==> config.mk <==
export PLATFORM = sky130hd
export DESIGN_NAME = global_average_pool
export DESIGN_NICKNAME = d
export VERILOG_FILES = /design/src/rtl/gap_pkg.sv /design/src/rtl/gap_div.sv /design/src/rtl/global_average_pool.sv
export SDC_FILE = /design/constraint.sdc
export NUM_CORES = 1
export LEC_CHECK = 0
export BUFFER_PORTS_ARGS = -buffer_cell sky130_fd_sc_hd__buf_2
export CORE_MARGIN = 8
export CORE_UTILIZATION = 55
export DETAILED_ROUTE_END_ITERATION = 16
export MAX_ROUTING_LAYER = met4
export PLACE_DENSITY = 0.85
export SYNTH_ARGS = -nofsm -noshare
export SYNTH_HDL_FRONTEND = slang
export SYNTH_SLANG_ARGS = --single-unit
==> constraint.sdc <==
create_clock -name clk -period 6.6 [get_ports clk]
set_input_delay 1.32 -clock clk [delete_from_list [all_inputs] [get_ports clk]]
set_output_delay 1.32 -clock clk [all_outputs]
set_load 0.02 [all_outputs]
==> src/rtl/gap_pkg.sv <==
package gap_pkg;

	// Accumulator and quotient width, fixed by the arithmetic of the block.
	localparam int ACC_W  = 32;
	// Bits needed to count the serial division steps, one per quotient bit.
	localparam int STEP_W = $clog2(ACC_W);

	typedef logic signed [ACC_W-1:0] acc_t;

	// Top-level sequencer states.
	typedef enum logic [1:0] {
		ST_ACCUM,
		ST_DIVIDE,
		ST_OUTPUT
	} gap_state_t;

	// Divider sequencer states.
	typedef enum logic [1:0] {
		DIV_IDLE,
		DIV_RUN,
		DIV_SIGN
	} div_state_t;

endpackage

==> src/rtl/gap_div.sv <==
module gap_div #(
	parameter int DIV_W = 17
) (
	input  logic                clk,
	input  logic                arst_n,
	input  logic                start,
	input  gap_pkg::acc_t       dividend,
	input  logic [DIV_W-1:0]    divisor,
	output logic                done,
	output gap_pkg::acc_t       quotient
);

	gap_pkg::div_state_t             state_q;
	gap_pkg::div_state_t             state_d;
	logic [gap_pkg::STEP_W-1:0]      step_q;
	logic                            done_q;
	logic [DIV_W-1:0]                rem_q;
	logic [gap_pkg::ACC_W-1:0]       quo_q;
	logic [DIV_W-1:0]                dvs_q;
	logic                            neg_q;
	logic [DIV_W:0]                  trial;
	logic [DIV_W:0]                  diff;
	logic                            fits;
	logic                            last_step;
	logic [gap_pkg::ACC_W-1:0]       magnitude;

	// Divide the magnitude and fix the sign at the end, so the quotient truncates toward zero.
	assign magnitude = dividend[gap_pkg::ACC_W-1] ? -dividend : dividend;

	// Shared restoring step: shift in the next dividend bit and try a subtract.
	assign trial     = {rem_q, quo_q[gap_pkg::ACC_W-1]};
	assign diff      = trial - {1'b0, dvs_q};
	assign fits      = ~diff[DIV_W];
	assign last_step = (step_q == gap_pkg::STEP_W'(gap_pkg::ACC_W - 1));

	// Next-state logic for the step sequencer.
	always_comb begin
		state_d = state_q;
		case (state_q)
			gap_pkg::DIV_IDLE: begin
				if (start) begin
					state_d = gap_pkg::DIV_RUN;
				end
			end
			gap_pkg::DIV_RUN: begin
				if (last_step) begin
					state_d = gap_pkg::DIV_SIGN;
				end
			end
			gap_pkg::DIV_SIGN: begin
				state_d = gap_pkg::DIV_IDLE;
			end
			default: begin
				state_d = gap_pkg::DIV_IDLE;
			end
		endcase
	end

	// Control registers.
	always_ff @(posedge clk or negedge arst_n) begin
		if (!arst_n) begin
			state_q <= gap_pkg::DIV_IDLE;
			step_q  <= '0;
			done_q  <= 1'b0;
		end else begin
			state_q <= state_d;
			done_q  <= (state_q == gap_pkg::DIV_SIGN);
			if (state_q == gap_pkg::DIV_RUN) begin
				step_q <= step_q + 1'b1;
			end else begin
				step_q <= '0;
			end
		end
	end

	// Datapath registers: load, one quotient bit per cycle, then apply the sign.
	always_ff @(posedge clk) begin
		case (state_q)
			gap_pkg::DIV_IDLE: begin
				if (start) begin
					rem_q <= '0;
					quo_q <= magnitude;
					dvs_q <= divisor;
					neg_q <= dividend[gap_pkg::ACC_W-1];
				end
			end
			gap_pkg::DIV_RUN: begin
				if (fits) begin
					rem_q <= diff[DIV_W-1:0];
				end else begin
					rem_q <= trial[DIV_W-1:0];
				end
				quo_q <= {quo_q[gap_pkg::ACC_W-2:0], fits};
			end
			gap_pkg::DIV_SIGN: begin
				if (neg_q) begin
					quo_q <= -quo_q;
				end
			end
			default: begin
				quo_q <= quo_q;
			end
		endcase
	end

	assign done     = done_q;
	assign quotient = gap_pkg::acc_t'(quo_q);

endmodule

==> src/rtl/global_average_pool.sv <==
// Plane samples that do not close a plane are taken one per cycle.
// The sample that closes a plane starts a 32-step serial divider (one quotient bit a cycle);
// s_axis_tready stays low while the divider runs and until the average is loaded into the output register,
// which waits while an earlier average is still held there unaccepted; the average then appears on m_axis.
// Reset (arst_n low, asynchronous) clears the sum, the sample count and the output valid,
// and sets the plane size to one.
module global_average_pool #(
	parameter int MAX_PLANE_LOG2 = 16,
	parameter int SAMPLE_WIDTH   = 16
) (
	input  logic                                 clk,
	input  logic                                 arst_n,
	input  logic                                 s_axis_tvalid,
	output logic                                 s_axis_tready,
	// Fields from bit 0: sample.
	input  logic [((SAMPLE_WIDTH+7)/8)*8-1:0]    s_axis_tdata,
	output logic                                 m_axis_tvalid,
	input  logic                                 m_axis_tready,
	// Fields from bit 0: average.
	output logic [((SAMPLE_WIDTH+7)/8)*8-1:0]    m_axis_tdata,
	input  logic                                 plane_size_we,
	input  logic [MAX_PLANE_LOG2:0]              plane_size
);

	localparam int SIZE_W  = MAX_PLANE_LOG2 + 1;
	localparam int TDATA_W = ((SAMPLE_WIDTH + 7) / 8) * 8;
	localparam logic [SIZE_W-1:0] PLANE_MAX = {1'b1, {MAX_PLANE_LOG2{1'b0}}};

	gap_pkg::gap_state_t            state_q;
	gap_pkg::gap_state_t            state_d;
	logic [SIZE_W-1:0]              eff_size_q;
	logic [SIZE_W-1:0]              count_q;
	logic [SIZE_W-1:0]              count_next;
	gap_pkg::acc_t                  sum_q;
	gap_pkg::acc_t                  sum_next;
	logic signed [SAMPLE_WIDTH-1:0] sample_s;
	logic                           accept;
	logic                           plane_end;
	logic                           out_load;
	logic                           out_valid_q;
	logic [SAMPLE_WIDTH-1:0]        average_q;
	logic                           div_done;
	gap_pkg::acc_t                  div_quotient;

	assign sample_s   = s_axis_tdata[SAMPLE_WIDTH-1:0];
	assign accept     = s_axis_tvalid && s_axis_tready;
	assign sum_next   = sum_q + gap_pkg::ACC_W'(sample_s);
	assign count_next = count_q + 1'b1;
	assign plane_end  = (count_next >= eff_size_q);

	// Plane size register: zero counts as one, and sizes past the maximum are clamped.
	always_ff @(posedge clk or negedge arst_n) begin
		if (!arst_n) begin
			eff_size_q <= SIZE_W'(1);
		end else if (plane_size_we) begin
			if (plane_size == '0) begin
				eff_size_q <= SIZE_W'(1);
			end else if (plane_size > PLANE_MAX) begin
				eff_size_q <= PLANE_MAX;
			end else begin
				eff_size_q <= plane_size;
			end
		end
	end

	// Sequencer: accumulate, wait for the divider, then hand the average to the output register.
	always_comb begin
		state_d       = state_q;
		s_axis_tready = 1'b0;
		out_load      = 1'b0;
		case (state_q)
			gap_pkg::ST_ACCUM: begin
				s_axis_tready = 1'b1;
				if (s_axis_tvalid && plane_end) begin
					state_d = gap_pkg::ST_DIVIDE;
				end
			end
			gap_pkg::ST_DIVIDE: begin
				if (div_done) begin
					state_d = gap_pkg::ST_OUTPUT;
				end
			end
			gap_pkg::ST_OUTPUT: begin
				if (!out_valid_q || m_axis_tready) begin
					out_load = 1'b1;
					state_d  = gap_pkg::ST_ACCUM;
				end
			end
			default: begin
				state_d = gap_pkg::ST_ACCUM;
			end
		endcase
	end

	always_ff @(posedge clk or negedge arst_n) begin
		if (!arst_n) begin
			state_q <= gap_pkg::ST_ACCUM;
		end else begin
			state_q <= state_d;
		end
	end

	// Running sum and sample count of the current plane.
	always_ff @(posedge clk or negedge arst_n) begin
		if (!arst_n) begin
			sum_q   <= '0;
			count_q <= '0;
		end else if (accept) begin
			if (plane_end) begin
				sum_q   <= '0;
				count_q <= '0;
			end else begin
				sum_q   <= sum_next;
				count_q <= count_next;
			end
		end
	end

	// Serial divider shared by every plane.
	gap_div #(
		.DIV_W (SIZE_W)
	) u_div (
		.clk      (clk),
		.arst_n   (arst_n),
		.start    (accept && plane_end),
		.dividend (sum_next),
		.divisor  (eff_size_q),
		.done     (div_done),
		.quotient (div_quotient)
	);

	// Output register holds one result until the downstream side takes it.
	always_ff @(posedge clk or negedge arst_n) begin
		if (!arst_n) begin
			out_valid_q <= 1'b0;
		end else if (out_load) begin
			out_valid_q <= 1'b1;
		end else if (m_axis_tready) begin
			out_valid_q <= 1'b0;
		end
	end

	always_ff @(posedge clk) begin
		if (out_load) begin
			average_q <= div_quotient[SAMPLE_WIDTH-1:0];
		end
	end

	assign m_axis_tvalid = out_valid_q;
	assign m_axis_tdata  = TDATA_W'(average_q);

`ifndef SYNTHESIS
	// The divider reports completion only while the sequencer waits for it.
	assert property (@(posedge clk) disable iff (!arst_n)
		div_done |-> (state_q == gap_pkg::ST_DIVIDE))
		else $error("divider done outside the divide state");

	// Closing a plane clears the sum and count and starts the division.
	assert property (@(posedge clk) disable iff (!arst_n)
		(accept && plane_end) |=>
			(state_q == gap_pkg::ST_DIVIDE) && (count_q == '0) && (sum_q == '0))
		else $error("plane end did not clear the accumulator");

	// A sample inside a plane advances the count by exactly one.
	assert property (@(posedge clk) disable iff (!arst_n)
		(accept && !plane_end) |=> (count_q == $past(count_q) + 1'b1))
		else $error("sample count did not advance");

	// A pending result is never overwritten while the output side stalls.
	assert property (@(posedge clk) disable iff (!arst_n)
		((state_q == gap_pkg::ST_OUTPUT) && out_valid_q && !m_axis_tready) |=>
			(state_q == gap_pkg::ST_OUTPUT) && $stable(average_q))
		else $error("stalled result was overwritten");
`endif

endmodule

# Word level (Yosys, flattened, before mapping)
# Index checks and enable logic that the tools add are counted.
# classes
bitwise_logic,1
order_cmp,2
n_reduce_logical,16
n_addsub,6
n_mux,24
eq_ne,11
# ops
operator,n
2-to-1 mux 32 bit,4
one-hot mux 32 bit (3 select lines),1
2-to-1 mux 17 bit,5
negator 32 bit,2
one-hot mux 17 bit (2 select lines),1
adder 32 x 16 -> 32 bit,1
subtractor 18 x 17 -> 18 bit,1
adder 17 x 1 -> 17 bit (second input constant),1
greater-or-equal comparator 17 bit,1
> comparator 17 bit (second input constant),1
logical NOT 17 bit,1
2-to-1 mux 2 bit,5
inequality test 2 x 1 -> 1 bit (second input constant),4
one-hot mux 2 bit (3 select lines),1
AND reduction 2 bit,3
AND reduction 3 bit,2
adder 5 x 1 -> 5 bit (second input constant),1
== test 5 bit (second input constant),1
2-to-1 mux 1 bit,5
2-to-1 mux 5 bit,1
== test 2 x 1 -> 1 bit (second input constant),2
== test 2 bit (second input constant),2
logical NOT 2 bit,2
inequality test 2 bit (second input constant),2
other kinds (7),10
# word_totals
ff_bits,160

# Depth between registers and ports, before layout
# Gate-level depths: netlist of run 1.
# depth
word_depth,6
ltp_mapped,17
ltp_nobuf,16

# Hierarchy
# A second synthesis of run 1 with hierarchy kept.
# unflattened
hier_cells,1208
hier_area_um2,11016.8
# by_module_without_submodules
mod,seq_area_each_um2,n_inst,cells_each,area_each_um2
global_average_pool,2208.4,1,604,5527.8
gap_div,2212.1,1,604,5489.0

# Least setup slack after synthesis of run 1
# Ideal clock, no wire load.
# synth_timing
path_kind,register to register
start,register count_q[0]
end,register u_div.quo_q (netlist bit u_div.quotient[0]) (enable)
synth_period_minus_slack_ps,5480
setup_slack_ps,1120
stages_incl_launch_ff,16
t_required_ps,6126
t_arrival_ps,5006
path_cell_list,dfrtp_1 ha_1 and3_1 and3_1 nand3_1 xnor2_1 ha_1 a21o_1 a21o_1 a21o_1 a21o_1 a21oi_1 o21ai_0 a211o_1 nand2_1 a221oi_1
# synth_between
elab_chain_len,5
# synth_lines
item,line,text
from (decl),global_average_pool.sv:32,logic [SIZE_W-1:0] count_q;
from (signal assigned),global_average_pool.sv:114,count_q <= count_next;
adder 17 x 1 -> 17 bit,global_average_pool.sv:48,assign count_next = count_q + 1'b1;
greater-or-equal comparator 17 bit,global_average_pool.sv:49,assign plane_end = (count_next >= eff_size_q);
logical AND 1 bit,global_average_pool.sv:125,".start (accept && plane_end),"
inequality test 2 x 1 -> 1 bit (no source line),n/a,
AND reduction 3 bit (no source line),n/a,
to (signal assigned),gap_div.sv:93,"quo_q <= {quo_q[gap_pkg::ACC_W-2:0], fits};"
to (signal assigned),gap_div.sv:97,quo_q <= -quo_q;
to (signal assigned),gap_div.sv:101,quo_q <= quo_q;
to (decl),gap_div.sv:18,logic [gap_pkg::ACC_W-1:0] quo_q;
# Every way passes these cells.
# A chain may end at the register's enable or synchronous reset.

# Final worst setup path of run 1
# layout_timing
start,input port s_axis_tdata[5]
end,"register u_div.quo_q (netlist bit u_div.quotient[30]), data pin"
# layout_between
elab_chain_len,5
# layout_lines
item,line,text
from (decl),global_average_pool.sv:16,"input logic [((SAMPLE_WIDTH+7)/8)*8-1:0] s_axis_tdata,"
adder 32 x 16 -> 32 bit *,global_average_pool.sv:47,assign sum_next = sum_q + gap_pkg::ACC_W'(sample_s);
negator 32 bit,gap_div.sv:28,assign magnitude = dividend[gap_pkg::ACC_W-1] ? -dividend : dividend;
2-to-1 mux 32 bit *,gap_div.sv:28,
2-to-1 mux 32 bit *,gap_div.sv:80,if (start) begin
one-hot mux 32 bit (3 select lines) *,gap_div.sv:78,case (state_q)
to (signal assigned),gap_div.sv:82,quo_q <= magnitude;
to (signal assigned),gap_div.sv:93,
to (signal assigned),gap_div.sv:97,
# Mark *: on every way between the ends. The rest lies on a longest branch, timed or not. The select of a mux whose other input is x is not followed.

==> results of run 1 <==
-- per-layer routing --
layer	GRT usage, %	up-vias	wire (um)
li1	-	4641	-
met1	30.7	4619	13200
met2	34.5	387	12900
met3	3.24	32	1850
met4	6.00	0	350
met5	-	-	0
-- report_power, final --
part           internal (mW)  total [mW]  switching, mW  leakage (nW)
sequential              1.43        1.66          0.230          1.75
combinational           1.19        3.08           1.89          3.27
clock                  0.525       0.959          0.434         0.267
-- cells by family (layout without fill, tap and decap cells) --
group | Yosys count | count (layout) | synth area share (%)
AOI/OAI and AO/OA | 349 | 349 | 20.5
xor gates and xnor gates | 100 | 100 | 7.71
adders and majority gates | 76 | 76 | 8.50
buffers and inverters | 125 | 164 | 4.22
DFF | 160 | 160 | 38.9
muxes | 27 | 27 | 2.41
and+or+nand+nor | 408 | 408 | 17.8
-- sequential cells by signal, indices dropped and copies added (netlist names) --
register and count:
u_div.step_q 5, u_div.dvs_q 17, count_q 17, sum_q 32, u_div.state_q 2, u_div.done 1, state_q 2, u_div.quotient 32
m_axis_tvalid 1, u_div.neg_q 1, eff_size_q 17, u_div.rem_q 17, m_axis_tdata 16
-- synthesized netlist by cell type (all sizes together) (37+ instances only) --
library cell,n
xnor2,55
ha,74
inv,69
o31ai,37
nor2,77
nand2,140
a21oi,52
dfrtp,76
o21ai,104
clkbuf,49
xor2,45
edfxtp,83
-- layout by cell type, fill, tap and decap left out, types with 7 or more instances in the layout --
| cell type | Yosys | final |
|---|---|---|
| a211oi_1 | 10 | 10 |
| a21o_1 | 27 | 27 |
| a21oi_1 | 52 | 52 |
| a221oi_1 | 22 | 21 |
| a31oi_1 | 11 | 11 |
| and2_1 | 16 | 16 |
| and3_1 | 28 | 28 |
| buf_2 | 2 | 54 |
| buf_4 | 0 | 9 |
| clkbuf_16 | 0 | 17 |
| dfrtp_1 | 76 | 76 |
| edfxtp_1 | 83 | 83 |
| ha_1 | 74 | 74 |
| inv_1 | 69 | 69 |
| mux2i_1 | 24 | 24 |
| nand2_1 | 140 | 139 |
| nand2b_1 | 19 | 19 |
| nand3_1 | 29 | 29 |
| nand4_1 | 10 | 10 |
| nor2_1 | 77 | 77 |
| nor2b_1 | 8 | 8 |
| nor3_1 | 23 | 23 |
| nor4_1 | 13 | 13 |
| o211ai_1 | 10 | 10 |
| o21a_1 | 13 | 13 |
| o21ai_0 | 104 | 104 |
| o22ai_1 | 9 | 9 |
| o31ai_1 | 37 | 37 |
| or3_1 | 9 | 9 |
| or4_1 | 7 | 7 |
| xnor2_1 | 55 | 55 |
| xor2_1 | 45 | 45 |
-- path summary, 6_finish.rpt --
check,startpoint,end,slack [ns],cells past startpoint
worst min register to register,eff_size_q[13]$_DFFE_PN0P_,u_div.dvs_q[13]$_DFFE_PP_,0.45,0
worst max-delay path,s_axis_tdata[5],u_div.quotient[30]$_DFFE_PP_,1.47,12
worst min-delay path,eff_size_q[13]$_DFFE_PN0P_,u_div.dvs_q[13]$_DFFE_PP_,0.45,0
min in group asynchronous,arst_n,sum_q[21]$_DFFE_PN0P_,1.05,1
max in group asynchronous,arst_n,eff_size_q[9]$_DFFE_PN0P_,4.89,1
worst max register to register,count_q[0]$_DFFE_PN0P_,u_div.rem_q[2]$_SDFFCE_PN0P_,1.74,18
-- critical path, cell delays in order --
cell and delay [ns]:
buf_2 0.11, ha_1 0.52, nand4_1 0.37, o221ai_1 0.45, a221o_1 0.29, xnor2_1 0.28, o2111ai_1 0.36, nor4_1 0.58
nand4_1 0.27, o41ai_1 0.50, xnor2_1 0.17, a21oi_1 0.08
-- layout make-up --
cell class                      count  area (um2)
Fill cell                        1675        7830
Sequential cell                   160        4420
Inverter                           69         259
Clock inverter                     14         134
Tap cell                          270         338
Timing Repair Buffer               63         338
Multi-Input combinational cell    960        6490
Clock buffer                       18         429
-- metrics by stage --
step | util (%) | worst slack (ns) | power (mW) | std cells
finish | 61.3 | 1.47 | 5.70 | 1554
global route | 61.3 | 1.15 | 6.09 | 1554
CTS | 61.3 | 1.56 | 5.64 | 1554
detailed placement | 58.5 | 1.15 | 4.65 | 1522
global placement | 58.5 | 1.29 | 4.55 | 1522
floorplan | - | 1.12 | 3.92 | 1245
==> results_dict.tcl, run 1 <==
set metrics [dict create \
    num_rows 52 \
    netlist_instances 1245 \
    h-tree-depth 4 \
    cts_resized 0 \
    yosysSeqAreaShare_pct 38.9 \
    clock-root-buffer "clkbuf_16" \
    clock_sinks 160 \
    ys_types 78 \
    die_y_um 160 \
    gp_congestion 0.951 \
    hpwlAfterDp_um 20200 \
    yosysTopAreaCellShare_pct 21.9 \
    endpoint_kind "flop" \
    power_density_nw_per_um2 460 \
    synth-async-reset-ratio_pct 48.1 \
    avgSynthCellArea_um2 9.13 \
    syn-num-nets 1359 \
    clk_path_buf_depth 2 \
    fin_hold_ws_ns 0.447 \
    cts_made_buffers 17 \
    drt_first_iter_violations 879 \
    crit_fanout 12 \
    fin_nets 1385 \
    clk_pin_slew_ns 0.07 \
    dieArea_um2 25500 \
    wl_um 28300 \
    finalHoldViolCount 0 \
    post-cts-setup-buffers 0 \
    portBuffers 55 \
    start_util_pct 56.2 \
    synth.area.top_cells "edfxtp_1, dfrtp_1, ha_1, nand2_1, o21ai_0" \
    wl_per_cell_um 18.2 \
    antenna_found_initial 0 \
    ys_ff_latch 160 \
    drv_slew 0 \
    cap_violations 0 \
    dr.pass1.iters 5 \
    clock.fmax_mhz 195 \
    first_global_vias 9229 \
    hp-class "reg -> reg" \
    grt_pass1_wl_um 46600 \
    outcome "finished, final reports clean" \
    die_w_um 160 \
    grt_overflow 0 \
    drive_gt1_share_pct 9.66 \
    drc_errors 0 \
    grt_max_degree 78 \
    clkLatencyLatePin_ns 0.44 \
    core-area_um2 20200 \
    start_kind "input port" \
    clock_skew_ns 0.0120 \
    yosys_most_used_dff "edfxtp_1" \
    maxSlewHeadroom_pct 19.1 \
    avgViaCountPerCell 6.23 \
    syn2layout_area_growth_pct 9.14 \
    n_antenna_cell 0 \
    min_period_over_period_pct 77.8 \
    vias 9679 \
    place_area_um2 11800 \
    fin_crit_ns 5.13 \
    synth_warnings 0 \
    design_area_um2 12400 \
    io_pins 56 \
    synth_edf_count 83 \
    finalSetupViolations 0 \
    critPathKind "in -> reg" \
    netlist.top_cell.by_area "edfxtp_1" \
    required_ns 6.76 \
    grt_util_all_layers_pct 22.5 \
    ant_nets 0 \
    syn_area_um2 11400 \
    crit_arrival_ns 5.30 \
    cellLeakagePower_nw 5.28 \
    cts_hold_buf 0 \
    rsz0062_at_grt "no" \
    ir_drop_mv 0.309 \
    worst_pin_slew_ns 1.21 \
    timing.setup.tns_ns 0 \
    cts_tree "done" \
]
(Power assumes the default switching activity.)
==> run 2, diff against run 1 <==
Settings changed: PLACE_DENSITY 0.85 to 0.88.
Clock period 6.6 ns to 4.2 ns, I/O delays scaled along.
==> results_dict.tcl, run 2 (synthesis gave the netlist of run 1 again) <==
set metrics [dict create \
    maxSlewHeadroom_pct 21.8 \
    fin_ws_ns 0.154 \
    fin_crit_ns 4.05 \
    crit_buf_inv 3 \
    syn2layout_area_growth_pct 17.8 \
    power_density_nw_per_um2 782 \
    drt_first_iter_violations 1076 \
    clk_path_buf_depth 2 \
    cp_slowest_cell "a2111oi_0" \
    crit_fanout 4 \
    critPathKind "in -> reg" \
    internal-power_mw 5.92 \
    p_sw_mw 4.54 \
    num_rows 52 \
    layout_common_cells "nand2_1, buf_4, o21ai_0" \
    drc_errors 0 \
    power_frac_seq_pct 24.8 \
    dieArea_um2 25500 \
    start_util_pct 56.2 \
    start_kind "input port" \
    dr.pass1.iters 6 \
    outcome "finished, final reports clean" \
    drive_gt1_share_pct 17.9 \
    die_w_um 160 \
    gp_congestion 0.934 \
    wl_per_cell_um 18.5 \
    wl_um 30700 \
    cp_cell_sequence "buf_2 > ha_1 > fa_2 > a21o_2 > a221oi_4 > buf_4 > o2111a_1 > a311oi_2 > o2111ai_1 > or4_4 > and4b_2 > buf_4 > a2111oi_0 > nor4_2" \
    finalSetupViolations 0 \
    vias 10377 \
    cellLeakagePower_nw 5.84 \
    ant_nets 0 \
    grt_pass1_wl_um 50300 \
    core-area_um2 20200 \
    clk_pin_slew_ns 0.07 \
    post-cts-setup-buffers 0 \
    crit_arrival_ns 4.23 \
    antenna_found_initial 1 \
    cap_violations 0 \
    clock.fmax_mhz 247 \
    clkPwrFrac_pct 15.9 \
    grt_max_degree 78 \
    cts_tree "done" \
    clock_sinks 160 \
    critical-path-max-stage-delay_ns 0.48 \
    path_common_cell "buf_4" \
    grt_util_all_layers_pct 24.5 \
    ir_drop_mv 0.487 \
    hp-class "reg -> reg" \
    die_y_um 160 \
    cpLargestDelayFamily "compound AO/OA/AOI/OAI gates" \
    avgViaCountPerCell 6.25 \
    fin_nets 1490 \
    clkLatencyLatePin_ns 0.45 \
    required_ns 4.38 \
    portBuffers 55 \
    swShare_pct 43.4 \
    clock-root-buffer "clkbuf_16" \
    endpoint_kind "flop" \
    worst_pin_slew_ns 1.17 \
    io_pins 56 \
    hpwlAfterDp_um 22200 \
    drv_slew 0 \
    cts_made_buffers 17 \
    placedCellCount 1627 \
    layout_commonest_cell "nand2_1" \
    min_period_over_period_pct 96.3 \
    h-tree-depth 4 \
    clock_skew_ns 0.00971 \
    comb_power_share_pct 59.3 \
    grt_overflow 0 \
    dp_slack_ns -0.263 \
    finalHoldViolCount 0 \
    first_global_vias 10267 \
    final.fill_count 1515 \
    final_cell_count_no_fill 1660 \
]
## run 2: cell count changes in the layout (fill, tap and decap cells not counted), sizes merged
| cell | delta |
|---|---|
| clkbuf | -1 |
| diode | +1 |
| bufinv | +2 |
| clkinv | -3 |
| inv | +2 |
| buf | +105 |
## run 2: final cells by class
type,instances,area [um2],area share (%)
multi-input cells,960,6610,49.4
flip-flops and latches,160,4420,33.0
repair buffers,168,1130,8.44
clock buffers,17,425,3.18
well taps,270,338,2.52
inverters,69,259,1.93
clock inverters,15,200,1.50
diodes,1,2.50,0.0187
## run 2: what timing repair did
item	4_1_cts	5_1_grt
hold buffers	0	0
cloned	0	0
pin swaps	0	0
gates resized for setup	2	10
setup endpoints to repair	26	80
endpoints found under the hold margin	0	0
## run 2: path summary, 6_finish.rpt
| path | depth (start not counted) | slack [ns] | from | to |
|---|---|---|---|---|
| setup / recovery | 14 | 0.15 | s_axis_tdata[0] | u_div.quotient[29]$_DFFE_PP_ |
| min in group asynchronous | 1 | 0.57 | arst_n | count_q[2]$_DFFE_PN0P_ |
| hold / removal | 0 | 0.45 | eff_size_q[8]$_DFFE_PN0P_ | u_div.dvs_q[8]$_DFFE_PP_ |
| hold reg to reg | 0 | 0.45 | eff_size_q[8]$_DFFE_PN0P_ | u_div.dvs_q[8]$_DFFE_PP_ |
| setup reg to reg | 16 | 0.19 | count_q[0]$_DFFE_PN0P_ | u_div.quotient[14]$_DFFE_PP_ |
| max in group asynchronous | 1 | 2.90 | arst_n | count_q[0]$_DFFE_PN0P_ |
## run 2: metal layers
layer | share of wire [%] | wire [um] | track usage, %
met2 | 47 | 14500 | 38.7
met1 | 41 | 12500 | 30.2
met3 | 9.0 | 2750 | 5.50
met5 | 0 | 0 | -
met4 | 2.8 | 873 | 9.35
## run 2: power by group through the flow
stage	clock, mW	combinational [mW]	sequential [mW]
floorplan	0	3.75	2.50
global placement	0	5.72	2.58
detailed placement	0	5.96	2.61
CTS	1.68	6.02	2.59
global route	1.73	6.71	2.65
finish	1.67	6.20	2.60
## run 2: stage by stage
| step | utilization (%) | TNS [ns] | power [mW] | hold WS [ns] | area [um2] |
|---|---|---|---|---|---|
| after global routing | 66.2 | -0.0562 | 11.1 | 0.468 | 13400 |
| after global placement | 62.8 | -1.09 | 8.30 | 0.430 | 12700 |
| final | 66.2 | 0 | 10.5 | 0.450 | 13400 |
| after CTS | 65.9 | 0 | 10.3 | 0.446 | 13300 |
| after detailed placement | 62.8 | -2.91 | 8.57 | 0.433 | 12700 |
| after floorplan | - | -0.00830 | 6.25 | 0.425 | 11500 |
==> run 3, diff against run 2 <==
Settings changed: CORE_ASPECT_RATIO set to 1.2.
==> results_dict.tcl, run 3 (synthesis gave the netlist of run 1 again) <==
set metrics [dict create \
    required_ns 4.36 \
    ant_nets 0 \
    multi_input_area_um2 6610 \
    dp_slack_ns -0.250 \
    antenna_found_initial 0 \
    die_w_um 147 \
    avgViaCountPerCell 6.21 \
    outcome "finished, final reports clean" \
    final.fill_count 1491 \
    final_cell_count_no_fill 1660 \
    cellLeakagePower_nw 5.88 \
    grt_max_degree 78 \
    endpoint_kind "flop" \
    drv_slew 0 \
    n_antenna_cell 0 \
    cts_tree "done" \
    io_pins 56 \
    vias 10304 \
    fin_crit_ns 4.08 \
    first_global_vias 9911 \
    place_area_um2 12700 \
    syn2layout_area_growth_pct 17.8 \
    h-tree-depth 4 \
    clk_pin_slew_ns 0.07 \
    clock_sinks 160 \
    start_kind "input port" \
    rsz0062_at_grt "yes" \
    clock-root-buffer "clkbuf_16" \
    drt_first_iter_violations 1024 \
    design_area_um2 13400 \
    critPathKind "in -> reg" \
    cap_violations 0 \
    layout_common_cells "nand2_1, buf_4, o21ai_0" \
    critical-path-max-stage-delay_ns 0.50 \
    crit_buf_inv 1 \
    crit_arrival_ns 4.24 \
    cpLargestDelayFamily "simple AND/OR/NAND/NOR gates" \
    core-area_um2 20300 \
    power_mw 10.3 \
    drc_errors 0 \
    grt_overflow 0 \
    finalSetupViolations 0 \
    drive_gt1_share_pct 18.1 \
    start_util_pct 56.1 \
    fin_ws_ns 0.115 \
    clkLatencyLatePin_ns 0.44 \
    post-route-util_pct 66.1 \
    finalHoldViolCount 0 \
    dieArea_um2 25500 \
    clk_path_buf_depth 2 \
    crit_fanout 6 \
    cp_cell_sequence "buf_2 > ha_1 > a21o_1 > a211o_2 > and2_0 > or4_1 > or3_4 > or4_4 > and4b_2 > a41oi_2 > xnor2_2 > a21oi_1" \
    grt_pass1_wl_um 49200 \
    maxSlewHeadroom_pct 20.9 \
    num_rows 57 \
    timing.setup.tns_ns 0 \
    portBuffers 55 \
    wl_per_cell_um 18.0 \
    min_period_over_period_pct 97.3 \
    placedCellCount 1625 \
    power_density_nw_per_um2 769 \
    fin_nets 1496 \
    ir_drop_mv 0.484 \
    fin_hold_ws_ns 0.442 \
    clock.fmax_mhz 245 \
    layout_commonest_cell "nand2_1" \
    worst_pin_slew_ns 1.19 \
    regArea_um2 4420 \
    die_y_um 173 \
    hpwlAfterDp_um 21900 \
    hp-class "reg -> reg" \
    grt_util_all_layers_pct 23.8 \
    wl_um 30000 \
    cts_made_buffers 17 \
    dr.pass1.iters 6 \
    gp_congestion 0.930 \
    clock_skew_ns 0.0133 \
    cp_slowest_cell "or4_1" \
]
-- run 3: worst reg2reg max path, cell delays in order (launching register included) --
cell and delay, ns:
dfrtp_1 0.43, ha_1 0.31, a21o_1 0.22, a211o_2 0.36, and2_0 0.18, or4_1 0.50
or3_4 0.36, or4_4 0.50, and4b_2 0.38, a41oi_2 0.18, xnor2_2 0.20, a21oi_1 0.10
-- run 3: power breakdown --
group          switching [mW]  internal [mW]
sequential              0.377           2.25
clock                   0.695          0.856
combinational            3.36           2.76
-- run 3: final cells by class --
| type | count | share of cell area (%) |
|---|---|---|
| Sequential cell | 160 | 33.0 |
| Inverter | 69 | 1.93 |
| Multi-Input combinational cell | 960 | 49.4 |
| Tap cell | 265 | 2.48 |
| Clock buffer | 19 | 3.31 |
| Clock inverter | 13 | 1.05 |
| Timing Repair Buffer | 174 | 8.84 |
-- run 3: worst paths after layout --
check	slack (ns)	endpoint	cells past startpoint	from
setup / recovery	0.12	u_div.quotient[27]$_DFFE_PP_	12	s_axis_tdata[1]
hold / removal	0.44	u_div.dvs_q[9]$_DFFE_PP_	0	eff_size_q[9]$_DFFE_PN0P_
setup reg to reg	0.23	u_div.quotient[27]$_DFFE_PP_	11	sum_q[1]$_DFFE_PN0P_
hold reg to reg	0.44	u_div.dvs_q[9]$_DFFE_PP_	0	eff_size_q[9]$_DFFE_PN0P_
max in group asynchronous	2.94	sum_q[25]$_DFFE_PN0P_	1	arst_n
min in group asynchronous	0.57	count_q[5]$_DFFE_PN0P_	1	arst_n
-- run 3: per-layer routing --
layer  routed length (um)  global-route usage [%]  vias to the layer above
met1                12400                    28.7                     4960
met2                14900                    39.5                      414
li1                     -                       -                     4862
met5                    0                       -                        -
met4                  735                    8.47                        0
met3                 1980                    3.84                       68
-- run 3: timing repair --
action                                  in CTS  in global routing
pin swaps                                    0                  1
endpoints found under the setup margin      17                 47
buffers inserted                             0                  3
gates cloned                                 0                  0
hold buffers                                 0                  0
gates resized for setup                      1                 10
